**src/rtl/core/lbct_pkg.sv**
```systemverilog
// Shared types and codes for the labelled byte counter table.
package lbct_pkg;

    localparam int OP_BITS     = 2;
    localparam int IN_LBL_BITS = 8;
    localparam int AMT_BITS    = 32;
    localparam int VALUE_BITS  = 54;
    localparam int STATUS_BITS = 2;
    localparam int KIND_BITS   = 3;

    // request operations
    localparam logic [OP_BITS-1:0] OP_ADD   = 2'd0;
    localparam logic [OP_BITS-1:0] OP_SUB   = 2'd1;
    localparam logic [OP_BITS-1:0] OP_READ  = 2'd2;
    localparam logic [OP_BITS-1:0] OP_TOTAL = 2'd3;

    // result status
    localparam logic [STATUS_BITS-1:0] ST_OK    = 2'd0;
    localparam logic [STATUS_BITS-1:0] ST_FULL  = 2'd1;
    localparam logic [STATUS_BITS-1:0] ST_UNDER = 2'd2;
    localparam logic [STATUS_BITS-1:0] ST_OVER  = 2'd3;

    // classified command kinds, front to back
    localparam logic [KIND_BITS-1:0] K_ADD   = 3'd0;
    localparam logic [KIND_BITS-1:0] K_SUB   = 3'd1;
    localparam logic [KIND_BITS-1:0] K_READ  = 3'd2;
    localparam logic [KIND_BITS-1:0] K_TOTAL = 3'd3;
    localparam logic [KIND_BITS-1:0] K_FULL  = 3'd4;
    localparam logic [KIND_BITS-1:0] K_ZERO  = 3'd5;

    typedef struct packed {
        logic [KIND_BITS-1:0] kind;
        logic                 is_new;
        logic [AMT_BITS-1:0]  amount;
    } cmd_t;

endpackage

```
**src/rtl/core/lbct_queue.sv**
```systemverilog
// Two-slot command queue between front and back.
module lbct_queue #(
    parameter int IW = 6
) (
    input  logic           clk,
    input  logic           rst_n,
    input  logic           push,
    input  lbct_pkg::cmd_t push_cmd,
    input  logic [IW-1:0]  push_idx,
    output logic           full,
    input  logic           pop,
    output logic           valid,
    output lbct_pkg::cmd_t pop_cmd,
    output logic [IW-1:0]  pop_idx
);

    localparam int DEPTH = 2;
    localparam int PW    = $clog2(DEPTH);
    localparam int CW    = $clog2(DEPTH + 1);

    lbct_pkg::cmd_t cmd_reg [DEPTH];
    logic [IW-1:0]  idx_reg [DEPTH];
    logic [PW-1:0]  wr_ptr_reg, wr_ptr_next;
    logic [PW-1:0]  rd_ptr_reg, rd_ptr_next;
    logic [CW-1:0]  cnt_reg, cnt_next;

    assign full    = (cnt_reg == CW'(DEPTH));
    assign valid   = (cnt_reg != '0);
    assign pop_cmd = cmd_reg[rd_ptr_reg];
    assign pop_idx = idx_reg[rd_ptr_reg];

    always_comb
    begin
        wr_ptr_next = push ? wr_ptr_reg + PW'(1) : wr_ptr_reg;
        rd_ptr_next = pop ? rd_ptr_reg + PW'(1) : rd_ptr_reg;
        cnt_next    = cnt_reg;
        if (push && !pop)
        begin
            cnt_next = cnt_reg + CW'(1);
        end
        else if (pop && !push)
        begin
            cnt_next = cnt_reg - CW'(1);
        end
    end

    always_ff @(posedge clk or negedge rst_n)
    begin
        if (!rst_n)
        begin
            wr_ptr_reg <= '0;
            rd_ptr_reg <= '0;
            cnt_reg    <= '0;
        end
        else
        begin
            wr_ptr_reg <= wr_ptr_next;
            rd_ptr_reg <= rd_ptr_next;
            cnt_reg    <= cnt_next;
        end
    end

    always_ff @(posedge clk)
    begin
        if (push)
        begin
            cmd_reg[wr_ptr_reg] <= push_cmd;
            idx_reg[wr_ptr_reg] <= push_idx;
        end
    end

endmodule

```
**config.mk**
```make
export PLATFORM = sky130hd
export DESIGN_NAME = lbct_queue
export DESIGN_NICKNAME = d
export VERILOG_FILES = /design/src/rtl/core/lbct_pkg.sv /design/src/rtl/core/lbct_queue.sv
export SDC_FILE = /design/constraint.sdc
export NUM_CORES = 1
export LEC_CHECK = 0
export ABC_AREA = 1
export BUFFER_PORTS_ARGS = -buffer_cell sky130_fd_sc_hd__buf_2
export CORE_UTILIZATION = 55
export DETAILED_ROUTE_END_ITERATION = 10
export PLACE_DENSITY = 0.83
export SLEW_MARGIN = 20
export SYNTH_ARGS = -nofsm -noshare
export SYNTH_HDL_FRONTEND = slang
export SYNTH_SLANG_ARGS = --single-unit
```
**constraint.sdc**
```tcl
create_clock -name clk -period 6.75 [get_ports clk]
set_input_delay 1.35 -clock clk [delete_from_list [all_inputs] [get_ports clk]]
set_output_delay 1.35 -clock clk [all_outputs]
set_load 0.01 [all_outputs]
```
==> run_summary.xml <==
<?xml version="1.0" encoding="UTF-8"?>
<metrics>
  <group name="floorplanning">
    <metric name="die_width" unit="um">81.1</metric>
    <metric name="core_area" unit="sq mm">0.00599</metric>
    <metric name="die_h" unit="um">81.1</metric>
    <metric name="fp-row-count" unit="">28</metric>
    <metric name="floorplan.io_pins" unit="">90</metric>
    <metric name="initial_utilization" unit="%">57.4</metric>
    <metric name="die_area" unit="sq mm">0.00657</metric>
  </group>
  <group name="sta">
    <metric name="post-route-period-util" unit="%">49.3</metric>
    <metric name="setup_repair_after_global_routing_missed_its_margin" unit="">false</metric>
    <metric name="timing.max_slew.rel_slack" unit="%">39.8</metric>
    <metric name="final_hold_viol_count" unit="">0</metric>
    <metric name="worst-slew-pin-transition" unit="ps">902</metric>
    <metric name="timing.setup.tns" unit="ps">0</metric>
    <metric name="slew_violations" unit="">0</metric>
    <metric name="final-setup-viol-count" unit="">0</metric>
    <metric name="final.setup_skew" unit="ps">6.94</metric>
    <metric name="finalWorstPathRequiredPeriod" unit="ps">3330</metric>
    <metric name="max_freq" unit="MHz">301</metric>
  </group>
  <group name="layout">
    <metric name="diodes" unit="">0</metric>
    <metric name="final_layout_size_suffix_gt1_share" unit="%">58.0</metric>
    <metric name="final_nets" unit="">300</metric>
    <metric name="largest_register_ffs" unit="">72</metric>
    <metric name="area_growth" unit="%">18.2</metric>
  </group>
  <group name="clock_network">
    <metric name="clock_path_buffers" unit="">2</metric>
    <metric name="clockRootBuffer" unit="">sky130_fd_sc_hd__clkbuf_8</metric>
    <metric name="cts.repair.resized" unit="">0</metric>
    <metric name="cts-buffers-inserted" unit="">9</metric>
    <metric name="cts.clk_slew.worst_paths" unit="ps">70</metric>
    <metric name="cts_sinks" unit="">88</metric>
    <metric name="clock_tree.htree_level_count" unit="">3</metric>
    <metric name="worstSkewPairLatency" unit="ps">340</metric>
    <metric name="tritoncts_clock_tree" unit="">built</metric>
    <metric name="cts_hold_repair.buffers" unit="">0</metric>
    <metric name="postCtsSetupBuffers" unit="">0</metric>
  </group>
  <group name="worst_setup_path">
    <metric name="worstPathMaxFanout" unit="">36</metric>
    <metric name="r2r-start" unit="">wr_ptr_reg</metric>
    <metric name="criticalPathCategory" unit="">register to primary output</metric>
    <metric name="critical-path-max-stage-delay" unit="ps">580</metric>
    <metric name="timing.reg2reg.setup_slack" unit="ps">5050</metric>
    <metric name="worstPathCellList" unit="">buf_4 &gt; mux2_2 &gt; buf_2</metric>
    <metric name="required" unit="ps">5400</metric>
    <metric name="cp_data_arrival_time" unit="ps">1980</metric>
    <metric name="crit_path_start_kind" unit="">register</metric>
    <metric name="timing.critical_path.to_type" unit="">primary output</metric>
    <metric name="crit_path_top_delay_cell" unit="">sky130_fd_sc_hd__buf_4</metric>
    <metric name="r2r.worst_path.cells" unit="">2</metric>
    <metric name="timing.rr.end" unit="">cmd_reg[0][33]</metric>
  </group>
  <group name="min_path">
    <metric name="min_path_type" unit="">register to register</metric>
    <metric name="min_delay_path_depth" unit="">2</metric>
    <metric name="worstHoldStart" unit="">cnt_reg[1]</metric>
    <metric name="hold_path_end" unit="">cnt_reg[1]</metric>
  </group>
  <group name="synthesis">
    <metric name="syn_inst" unit="">156</metric>
    <metric name="synth_top_cells_by_count" unit="">sky130_fd_sc_hd__edfxtp_1, sky130_fd_sc_hd__mux2_4, sky130_fd_sc_hd__inv_1</metric>
    <metric name="netlist_top_cells_area" unit="">sky130_fd_sc_hd__edfxtp_1, sky130_fd_sc_hd__mux2_4, sky130_fd_sc_hd__dfrtp_1, sky130_fd_sc_hd__buf_12, sky130_fd_sc_hd__mux2_2</metric>
    <metric name="synth_area" unit="sq mm">0.00344</metric>
    <metric name="synth_most_common_cell" unit="">sky130_fd_sc_hd__edfxtp_1</metric>
    <metric name="synth_largest_type_area_fraction" unit="%">73.3</metric>
    <metric name="seq_area_frac_synth" unit="%">76.2</metric>
    <metric name="synth_enable_flop_cells" unit="">84</metric>
    <metric name="yosysWarningCount" unit="">0</metric>
    <metric name="netlist.top_cell.by_area" unit="">sky130_fd_sc_hd__edfxtp_1</metric>
    <metric name="synth.distinct_cells" unit="">14</metric>
    <metric name="ys_dominant_reg_cell" unit="">sky130_fd_sc_hd__edfxtp_1</metric>
    <metric name="average_cell_area_after_synthesis" unit="sq um">22.0</metric>
    <metric name="share_of_synthesized_registers_carrying_an_async_set_or_reset" unit="%">4.55</metric>
    <metric name="synth_seq_cells" unit="">88</metric>
    <metric name="synth_fp_nets" unit="">203</metric>
  </group>
  <group name="placement">
    <metric name="detailed_place_hpwl" unit="um">3520</metric>
    <metric name="place_congestion" unit="">0.711</metric>
    <metric name="portBuffers" unit="">89</metric>
  </group>
  <group name="route">
    <metric name="num_vias" unit="">1660</metric>
    <metric name="postRouteWirelength" unit="um">5070</metric>
    <metric name="drt_iter0_drc" unit="">93</metric>
    <metric name="route.detailed.wl_per_inst" unit="um">15.3</metric>
    <metric name="route.detailed.drc" unit="">0</metric>
    <metric name="drtPass1Iterations" unit="">4</metric>
    <metric name="ant_nets" unit="">0</metric>
    <metric name="drt-vias-per-instance" unit="">5.00</metric>
  </group>
  <group name="power">
    <metric name="sw_frac_of_total" unit="%">28.7</metric>
    <metric name="comb_power_share" unit="%">33.2</metric>
    <metric name="cell_internal_pwr" unit="mW">1.13</metric>
    <metric name="clockPowerShare" unit="%">18.2</metric>
    <metric name="p_seq_share" unit="%">48.6</metric>
    <metric name="power.leakage" unit="nW">1.68</metric>
    <metric name="power_switching" unit="uW">455</metric>
    <metric name="p_total" unit="mW">1.59</metric>
    <metric name="worst_ir_drop_vdd" unit="mV">0.306</metric>
    <metric name="power-per-cell-area" unit="mW/mm^2">390</metric>
  </group>
  <group name="global_route">
    <metric name="grt-ovfl-total" unit="">0</metric>
    <metric name="largest_net_degree_at_the_start_of_global_routing" unit="">43</metric>
    <metric name="antenna_found_initial" unit="">0</metric>
    <metric name="grt_first_pass_wirelength" unit="um">7790</metric>
    <metric name="track_usage" unit="%">17.0</metric>
    <metric name="first_global_vias" unit="">1625</metric>
  </group>
  <group name="job">
    <metric name="maxcap_viol_count" unit="">0</metric>
  </group>
  <group name="run_status">
    <metric name="outcome" unit="">completed</metric>
  </group>
</metrics>
cells by family after synthesis:
logic type	after synthesis	share of synthesized area (%)
buffers and inverters	12	3.42
adders and majority gates	1	0.364
and+or+nand+nor	10	1.20
DFF	88	76.2
xor gates and xnor gates	3	0.764
muxes	42	18.0
how the worst max path moves through the flow:
stage / start / endpoint / slack (ps)
finish: rd_ptr_reg / pop_cmd[16] / 3420
floorplan: push / cmd_reg[0][0] / 3150
CTS: rd_ptr_reg / pop_cmd[16] / 3380
global placement: rd_ptr_reg / pop_cmd[15] / 3800
detailed placement: rd_ptr_reg / pop_cmd[16] / 3770
global route: rd_ptr_reg / pop_cmd[16] / 3340
power groups by stage:
| stage | Clock, mW | Combinational, mW | Sequential [mW] |
|---|---|---|---|
| floorplan | 0 | 0.434 | 0.765 |
| global placement | 0 | 0.529 | 0.777 |
| detailed placement | 0 | 0.537 | 0.785 |
| CTS | 0.299 | 0.539 | 0.773 |
| global route | 0.323 | 0.571 | 0.781 |
| finish | 0.289 | 0.527 | 0.771 |
cell type report:
| class | count | area [sq um] |
|---|---|---|
| flip-flops and latches | 88 | 2620 |
| fillers | 410 | 1930 |
| multi-input cells | 56 | 707 |
| repair buffers | 91 | 460 |
| clock buffers | 11 | 131 |
| well taps | 75 | 93.8 |
| inverters | 7 | 26.3 |
| clock inverters | 4 | 22.5 |
critical path, delay by kind of cell, from the launching register on:
family | cells | cell delay [ps]
muxes | 1 | 410
buffers and inverters | 2 | 720
DFF | 1 | 490
layer usage:
metal / track usage [%] / wire, um
met1: 20.2 / 2050
met2: 27.5 / 2620
met3: 4.16 / 230
met4: 11.8 / 165
met5: 0 / 0
cells in the final DEF, fill, tap and decap left out, drive strengths merged:
cell type,instances
mux2,42
buf,91
clkbuf,11
nand2,6
nand4,1
xor2,2
dfrtp,4
nand3,1
clkinvlp,1
edfxtp,84
clkinv,3
xnor2,1
nor2,2
ha,1
inv,7
stage by stage:
step                setup WS, ps  hold WS (ps)  utilization, %  area (sq um)  cells
global placement            3800           456            65.3          3910    317
CTS                         3380           480            67.9          4070    332
finish                      3420           477            67.9          4070    332
floorplan                   3150           442               -          3440    156
global route                3340           507            67.9          4070    332
detailed placement          3770           463            65.3          3910    317
No activity file was read; power rests on OpenSTA's default activity.
