File: src/rtl/core/lbct_pkg.sv
// Shared types and codes for the labelled byte counter table.
package lbct_pkg;

    localparam int OP_BITS     = 2;
    localparam int IN_LBL_BITS = 8;
    localparam int AMT_BITS    = 32;
    localparam int VALUE_BITS  = 54;
    localparam int STATUS_BITS = 2;
    localparam int KIND_BITS   = 3;

    // request operations
    localparam logic [OP_BITS-1:0] OP_ADD   = 2'd0;
    localparam logic [OP_BITS-1:0] OP_SUB   = 2'd1;
    localparam logic [OP_BITS-1:0] OP_READ  = 2'd2;
    localparam logic [OP_BITS-1:0] OP_TOTAL = 2'd3;

    // result status
    localparam logic [STATUS_BITS-1:0] ST_OK    = 2'd0;
    localparam logic [STATUS_BITS-1:0] ST_FULL  = 2'd1;
    localparam logic [STATUS_BITS-1:0] ST_UNDER = 2'd2;
    localparam logic [STATUS_BITS-1:0] ST_OVER  = 2'd3;

    // classified command kinds, front to back
    localparam logic [KIND_BITS-1:0] K_ADD   = 3'd0;
    localparam logic [KIND_BITS-1:0] K_SUB   = 3'd1;
    localparam logic [KIND_BITS-1:0] K_READ  = 3'd2;
    localparam logic [KIND_BITS-1:0] K_TOTAL = 3'd3;
    localparam logic [KIND_BITS-1:0] K_FULL  = 3'd4;
    localparam logic [KIND_BITS-1:0] K_ZERO  = 3'd5;

    typedef struct packed {
        logic [KIND_BITS-1:0] kind;
        logic                 is_new;
        logic [AMT_BITS-1:0]  amount;
    } cmd_t;

endpackage

File: src/rtl/core/lbct_front.sv
// Front end: key lookup in the tag array, entry allocation and command classification.
module lbct_front #(
    parameter int ENTRIES    = 64,
    parameter int LABEL_BITS = 8,
    localparam int IW = (ENTRIES > 1) ? $clog2(ENTRIES) : 1
) (
    input  logic                              clk,
    input  logic                              rst_n,
    input  logic                              accept,
    input  logic [lbct_pkg::OP_BITS-1:0]      operation,
    input  logic [lbct_pkg::IN_LBL_BITS-1:0]  label,
    input  logic [lbct_pkg::IN_LBL_BITS-1:0]  sub_label,
    input  logic [lbct_pkg::AMT_BITS-1:0]     amount,
    output lbct_pkg::cmd_t                    cmd,
    output logic [IW-1:0]                     cmd_idx
);

    localparam int UW = $clog2(ENTRIES + 1);
    localparam int KW = 2 * LABEL_BITS;
    localparam int XW = LABEL_BITS + lbct_pkg::IN_LBL_BITS;

    logic [KW-1:0]  key_reg [ENTRIES];
    logic [UW-1:0]  used_reg, used_next;

    logic [XW-1:0]         lab_x, sub_x;
    logic [KW-1:0]         key;
    logic [ENTRIES-1:0]    match;
    logic                  hit;
    logic [IW-1:0]         hit_idx;
    logic                  full;
    logic                  alloc;

    // only the low LABEL_BITS of each label take part in the key
    assign lab_x = {{LABEL_BITS{1'b0}}, label};
    assign sub_x = {{LABEL_BITS{1'b0}}, sub_label};
    assign key   = {lab_x[LABEL_BITS-1:0], sub_x[LABEL_BITS-1:0]};

    always_comb
    begin
        hit_idx = '0;
        for (int i = 0; i < ENTRIES; i++)
        begin
            match[i] = (UW'(i) < used_reg) && (key_reg[i] == key);
            if (match[i])
            begin
                hit_idx = hit_idx | IW'(i);
            end
        end
    end

    assign hit  = |match;
    assign full = (used_reg == UW'(ENTRIES));

    always_comb
    begin
        cmd.amount = amount;
        cmd.is_new = 1'b0;
        cmd.kind   = lbct_pkg::K_ZERO;
        cmd_idx    = hit_idx;
        alloc      = 1'b0;
        if (operation == lbct_pkg::OP_TOTAL)
        begin
            cmd.kind = lbct_pkg::K_TOTAL;
        end
        else if (operation == lbct_pkg::OP_SUB && amount == '0)
        begin
            cmd.kind = lbct_pkg::K_ZERO;
        end
        else if (!hit && full)
        begin
            cmd.kind = lbct_pkg::K_FULL;
        end
        else
        begin
            case (operation)
                lbct_pkg::OP_ADD: cmd.kind = lbct_pkg::K_ADD;
                lbct_pkg::OP_SUB: cmd.kind = lbct_pkg::K_SUB;
                default:          cmd.kind = lbct_pkg::K_READ;
            endcase
            if (!hit)
            begin
                alloc      = 1'b1;
                cmd.is_new = 1'b1;
                cmd_idx    = used_reg[IW-1:0];
            end
        end
    end

    assign used_next = (accept && alloc) ? used_reg + UW'(1) : used_reg;

    always_ff @(posedge clk or negedge rst_n)
    begin
        if (!rst_n)
        begin
            used_reg <= '0;
        end
        else
        begin
            used_reg <= used_next;
        end
    end

    always_ff @(posedge clk)
    begin
        if (accept && alloc)
        begin
            key_reg[used_reg[IW-1:0]] <= key;
        end
    end

endmodule

File: config.mk
export PLATFORM = sky130hd
export DESIGN_NAME = lbct_front
export DESIGN_NICKNAME = d
export VERILOG_FILES = /design/src/rtl/core/lbct_pkg.sv /design/src/rtl/core/lbct_front.sv
export SDC_FILE = /design/constraint.sdc
export NUM_CORES = 1
export LEC_CHECK = 0
export BUFFER_PORTS_ARGS = -buffer_cell sky130_fd_sc_hd__buf_4
export CAP_MARGIN = 30
export CORE_ASPECT_RATIO = 0.75
export CORE_MARGIN = 1
export CORE_UTILIZATION = 35
export CTS_CLUSTER_DIAMETER = 60
export DETAILED_ROUTE_END_ITERATION = 12
export PLACE_DENSITY_LB_ADDON = 0.08
export SYNTH_ARGS = -nofsm -noshare
export SYNTH_HDL_FRONTEND = slang
export SYNTH_SLANG_ARGS = --single-unit
File: constraint.sdc
create_clock -name clk -period 11.51 [get_ports clk]
set_input_delay 0.5755 -clock clk [delete_from_list [all_inputs] [get_ports clk]]
set_output_delay 0.5755 -clock clk [all_outputs]
set_load 0.02 [all_outputs]
==> results.ini, run 1 <==
[logic_synthesis]
yosys.cell_types.count=79
synth_area_leaders=edfxtp_1 66%, xor2_1 9.8%, xnor2_1 9.6%
synth_cells=3133
syn_avg_cell_area_um2=14.84
ys_seq_area_share_pct=66.52
synth.largest_area_cell=edfxtp_1
synth_nets=3188
ys.flop_type=edfxtp_1
synth_seq_cells=1031
async_reset_ff_share_pct=0.6790
synth_edf_count=1024
synth_area_um2=46490
ys_warn_count=0
synth_top_area_share_pct=66.14

[setup_path]
critPathLaunchType=flip-flop
critical_path.max_stage_delay_ps=900
ff2ff_setup_slack_ps=5740
startpoint=used_reg[6]
rr_worst_depth=11
worstPathArrival_ps=6140
path_class=reg2out
cp-end-kind=output pin
crit_family=simple AND/OR/NAND/NOR gates
path_cells=buf_4 -> or3_1 -> a31oi_1 -> nor4_1 -> a22o_1 -> nor4_1 -> nand4_2 -> nor2_2 -> nand2_8 -> mux2i_1 -> buf_4
cp_max_fo=62
crit_cells=11
cpMaxStageDelayCell=nor4_1
worstReg2RegEnd=key_reg[36][5]
r2r_start=used_reg[6]
path_buf_inv=2
cp.required_ps=10930

[sta]
final_max_slew_viol_count=0
worst_slack_ps=4791
min_period_ps=6719
tns_ps=0
fmax_mhz=148.8
rsz0062_at_grt=no
setup_viol=0
period_share_pct=58.38
worst_pin_slew_ps=1056
relSlewSlack_pct=28.95
fin_skew_ps=29.73
finalHoldViolations=0

[power]
power_frac_seq_pct=47.6
p_sw_w=0.002511
p_leak_nw=16.74
p_sw_share_pct=27.67
clockPowerShare_pct=38.6
intPower_w=0.006563
p_comb_share_pct=13.8
ir_drop_v=0.0001148
power_per_cell_area_nw_per_um2=169.7

[global_route]
grt_pass1_wl_um=196100
grt_usage_pct=20.01
grt_max_degree=93
overflow=0
grt_pass1_vias=27165
antenna_found_initial=6

[worst_hold_path]
hold_path_class=in2reg
worstHoldPathCells=1
hold_end=key_reg[43][14]
hold_start=label[6]

[job]
cap_violations=0

[clocking]
post_cts_buffers=0
numCtsBuffers=113
insertion_delay_ps=730
cts_hold_buf=1
cts_resized=0
clock-sinks=1031
clk_path_buf_depth=3
clockRootBuffer=clkbuf_16
cts_tree=done
h-tree-depth=3
clk_pin_slew_ps=60

[floorplan]
rows=115
die_w_um=422.8
coreArea_um2=131500
die_area_um2=134300
start_util_pct=35.35
ios=95
die_h_um=317.6

[detailed_routing]
drcViolationCount=0
drtPass1Iterations=5
detail_route.vias_per_cell=5.141
totalWireLength_um=134900
drtIter0Drc=2172
vias=26519
wl_per_cell_um=26.16
drtAntennaViolNets=0

[outcome]
status=finished, final reports clean

[final_layout]
drive_gt1_share_pct=14.20
layoutNonFillerInstCount=5158
areaGrowthSynthToFinish_pct=15.02
final_cell_mix=1,024 x edfxtp_1, 520 x xor2_1, 510 x xnor2_1, 168 x nor4_1, 160 x nand4_1
mostFrequentLayoutCell=edfxtp_1
largest_reg_flops=1024
fin_nets=3367
fin_util_pct=40.66

[placed_design]
place_inst=4948
dp_hpwl_um=84260
dp_slack_ps=5248
port_buffers=94
gp_congestion=0.8447

-- routing by layer --
layer  track usage [%]  vias to the layer above  wire length [um]
li1                  -                    11987                 -
met1             30.48                    13738             67230
met2             29.69                      617             58690
met3             3.156                      175              6006
met4             4.605                        2              2993
met5                 0                        -                 7
-- how the worst max path moves through the flow --
stage                               end  slack [ps]
after floorplan           key_reg[0][0]        7240
after global placement       cmd_idx[0]        4860
after detailed placement     cmd_idx[0]        5250
after CTS                    cmd_idx[1]        4860
after global routing         cmd_idx[1]        4620
final                        cmd_idx[0]        4790
-- cell usage after synthesis, drive strengths merged, types with 5 or more instances --
cell     number
edfxtp     1024
xor2        520
xnor2       510
nor4        171
buf         163
nand4       161
nor3        114
nor2         87
nand2        76
nand3        74
nor4b        17
or3          17
or4          16
o22ai        15
clkbuf       12
a21oi        11
nand4b        9
nor3b         9
a2111oi       8
a211oi        8
o21ai         8
dfrtp         7
inv           7
nand3b        7
and3          6
a21o          5
nor4bb        5
-- power by group through the flow --
stage	sequential, W	clock (W)	combinational, W
after CTS	0.00431	0.00360	0.00127
after detailed placement	0.00439	0	0.00126
after global placement	0.00439	0	0.00122
after floorplan	0.00436	0	0.000658
after global routing	0.00432	0.00374	0.00133
final	0.00432	0.00351	0.00125
-- layout make-up --
cell class | count | area [um2]
clock inverters | 73 | 606.8
inverters | 7 | 26.28
multi-input cells | 1920 | 14630
repair buffers | 239 | 2168
well taps | 1755 | 2196
flip-flops and latches | 1031 | 30920
fillers | 12122 | 78040
clock buffers | 131 | 2917
diodes | 2 | 5.005
-- kinds of logic after synthesis --
family / Yosys count / synth area share, %
AO/OA/AOI/OAI: 91 / 1.453
XOR/XNOR: 1030 / 19.41
adder cells (fa/ha/maj): 2 / 0.05382
buffers and inverters: 182 / 2.724
flip-flops: 1031 / 66.52
multiplexers: 4 / 0.09151
AND/OR/NAND/NOR: 793 / 9.751
-- stage by stage --
stage	power, W	hold WS, ps	area, um2
2_1_floorplan	0.005013	279.9	46490
6_report	0.009074	268.6	53470
3_3_place_gp	0.005613	402.7	49230
3_5_place_dp	0.005655	402.1	49910
5_1_grt	0.009386	241.2	53470
4_1_cts	0.009180	228.9	53440
No activity file was read; power rests on OpenSTA's default activity.
==> run 2: changes to the inputs <==
==> constraint.sdc (replaced) <==
create_clock -name clk -period 5.4 [get_ports clk]
set_input_delay 0.27 -clock clk [delete_from_list [all_inputs] [get_ports clk]]
set_output_delay 0.27 -clock clk [all_outputs]
set_load 0.02 [all_outputs]
==> results.ini, run 2 (synthesis gave the netlist of run 1 again) <==
[power]
clockPowerShare_pct=38.4  ; -0.2 points
p_leak_nw=17.51  ; +4.6%
p_sw_w=0.005276  ; +110%
ir_drop_v=0.0002249  ; +96%
p_comb_share_pct=13.8  ; about the same
power_per_cell_area_nw_per_um2=351.9  ; +110%
power.total_w=0.01931  ; +110%
power_frac_seq_pct=47.7  ; about the same
p_sw_share_pct=27.33  ; -0.34 points
intPower_w=0.01403  ; +110%

[clocking]
clk_pin_slew_ps=60  ; about the same
numCtsBuffers=111  ; -1.8%
post_cts_buffers=0  ; unchanged
clock-sinks=1031  ; unchanged
clk_path_buf_depth=3  ; unchanged
h-tree-depth=3  ; unchanged
cts_tree=done
insertion_delay_ps=730  ; about the same
clockRootBuffer=clkbuf_16

[detailed_routing]
wl_per_cell_um=26.40  ; +0.92%
vias=26969  ; +1.7%
detail_route.vias_per_cell=5.085  ; -1.1%
drtPass1Iterations=5  ; unchanged
drtAntennaViolNets=0  ; unchanged
drtIter0Drc=2312  ; +6.4%
drcViolationCount=0  ; unchanged
totalWireLength_um=140000  ; +3.8%

[sta]
tns_ps=0  ; unchanged
fmax_mhz=188.2
period_share_pct=98.40
relSlewSlack_pct=25.88  ; -3.1 points
worst_slack_ps=86.57  ; -4704 ps
min_period_ps=5313
setup_viol=0  ; unchanged
finalHoldViolations=0  ; unchanged
fin_skew_ps=36.39  ; +6.657 ps
final_max_slew_viol_count=0  ; unchanged
rsz0062_at_grt=no
worst_pin_slew_ps=1098  ; +41.78 ps

[job]
cap_violations=0  ; unchanged

[final_layout]
n_fill_cell=12024  ; -0.81%
areaGrowthSynthToFinish_pct=18.03
mostFrequentLayoutCell=edfxtp_1
final_area_um2=54870  ; +2.6%
fin_util_pct=41.72  ; +1.1 points
fin_nets=3503  ; +4.0%
drive_gt1_share_pct=16.87  ; +2.7 points
final_cell_mix=1,024 x edfxtp_1, 520 x xor2_1, 510 x xnor2_1, 245 x buf_4, 168 x nor4_1
largest_reg_flops=1024  ; unchanged

[setup_path]
rr_worst_depth=15  ; +4
worstPathArrival_ps=5040  ; -1100 ps
cp-end-kind=output pin
worstReg2RegEnd=key_reg[55][2]
crit_end=cmd_idx[4]
r2r_start=used_reg[6]
cp.required_ps=5130  ; -5800 ps
path_class=reg2out
critPathLaunchType=flip-flop
ff2ff_setup_slack_ps=420  ; -5320 ps
cp_max_fo=15  ; -76%
startpoint=used_reg[6]

[global_route]
antenna_found_initial=5  ; -1
grt_max_degree=47  ; -49%
grt_pass1_wl_um=202800  ; +3.4%
overflow=0  ; unchanged
grt_pass1_vias=27101  ; -0.24%
grt_usage_pct=20.83  ; +0.82 points

[placed_design]
gp_congestion=0.9096  ; +7.7%
dp_slack_ps=446.2  ; -4802 ps
place_area_um2=51180  ; +2.6%
dp_hpwl_um=96570  ; +15%
port_buffers=94  ; unchanged

[worst_hold_path]
hold_path_class=in2reg

[floorplan]
die_h_um=317.6  ; unchanged
rows=115  ; unchanged
coreArea_um2=131500  ; unchanged
die_w_um=422.8  ; unchanged
start_util_pct=35.35  ; unchanged
ios=95  ; unchanged
die_area_um2=134300  ; unchanged

[outcome]
status=finished, final reports clean

## run 2: cell types whose count changed in the layout (fill, tap and decap cells not counted), moves of 3 or more
cell           change
clkinv_2           -3
clkinv_1          +10
buf_6              -3
buf_12            +32
clkbuf_1           +5
buf_2              +4
buf_4             +94
dlygate4sd3_1     +15
clkinvlp_4         -3
## run 2: power by group through the flow
stage | Combinational, W | Clock [W] | Sequential (W)
2_1_floorplan | 0.00140 | 0 | 0.00928
5_1_grt | 0.00283 | 0.00793 | 0.00923
6_report | 0.00267 | 0.00742 | 0.00922
4_1_cts | 0.00269 | 0.00761 | 0.00921
3_5_place_dp | 0.00267 | 0 | 0.00938
3_3_place_gp | 0.00263 | 0 | 0.00937
## run 2: layout make-up
cell class | instances | area (um2) | area share, %
multi-input combinational | 1920 | 14620 | 26.64
antenna | 4 | 10.01 | 0.01824
sequential | 1031 | 30920 | 56.36
timing repair buffer | 377 | 3602 | 6.565
inverter | 7 | 26.28 | 0.04789
clock buffer | 136 | 2935 | 5.350
clock inverter | 74 | 556.8 | 1.015
tap | 1755 | 2196 | 4.002
## run 2: through the flow
step                      hold WS [ps]  std cells
after floorplan                 -25.59       3133
after global placement           96.18       5010
after detailed placement         99.06       5073
after CTS                        4.924       5299
after global routing             7.427       5300
final                            39.84       5304
## run 2: worst max-delay path, cell delays in order (launching register included)
cell and delay [ps]:
dfrtp_1 580, buf_4 300, nor3_1 820, nand2_1 270, nand3_1 180, o22ai_1 80
nor4_1 450, buf_4 200, nand4_2 120, nor2_2 210, nand2_4 140, buf_12 200
buf_4 150, mux2i_1 370, buf_4 230
## run 2: metal layers
layer  global-route usage, %  vias to the layer above  part of all wire, %
met5                       0                        -                    0
met4                   4.259                        0                  1.8
met3                   3.238                      145                  4.3
met2                   30.74                      669                   43
met1                   32.10                    13856                   50
li1                        -                    12299                    -
## run 2: how the worst min path moves through the flow
stage / end / start / cells past startpoint
2_1_floorplan: used_reg[0] / rst_n / 0
3_3_place_gp: used_reg[0] / rst_n / 1
3_5_place_dp: used_reg[0] / rst_n / 1
4_1_cts: key_reg[49][9] / label[1] / 1
5_1_grt: key_reg[63][9] / label[1] / 1
6_report: key_reg[63][9] / label[1] / 1
## run 2: what timing repair did
| action | CTS | global route |
|---|---|---|
| hold endpoints to repair | 96 | 0 |
| cloned | 0 | 0 |
| endpoints found under the setup margin | 3 | 2 |
| hold buffers | 16 | 0 |
| gates resized for setup | 2 | 1 |
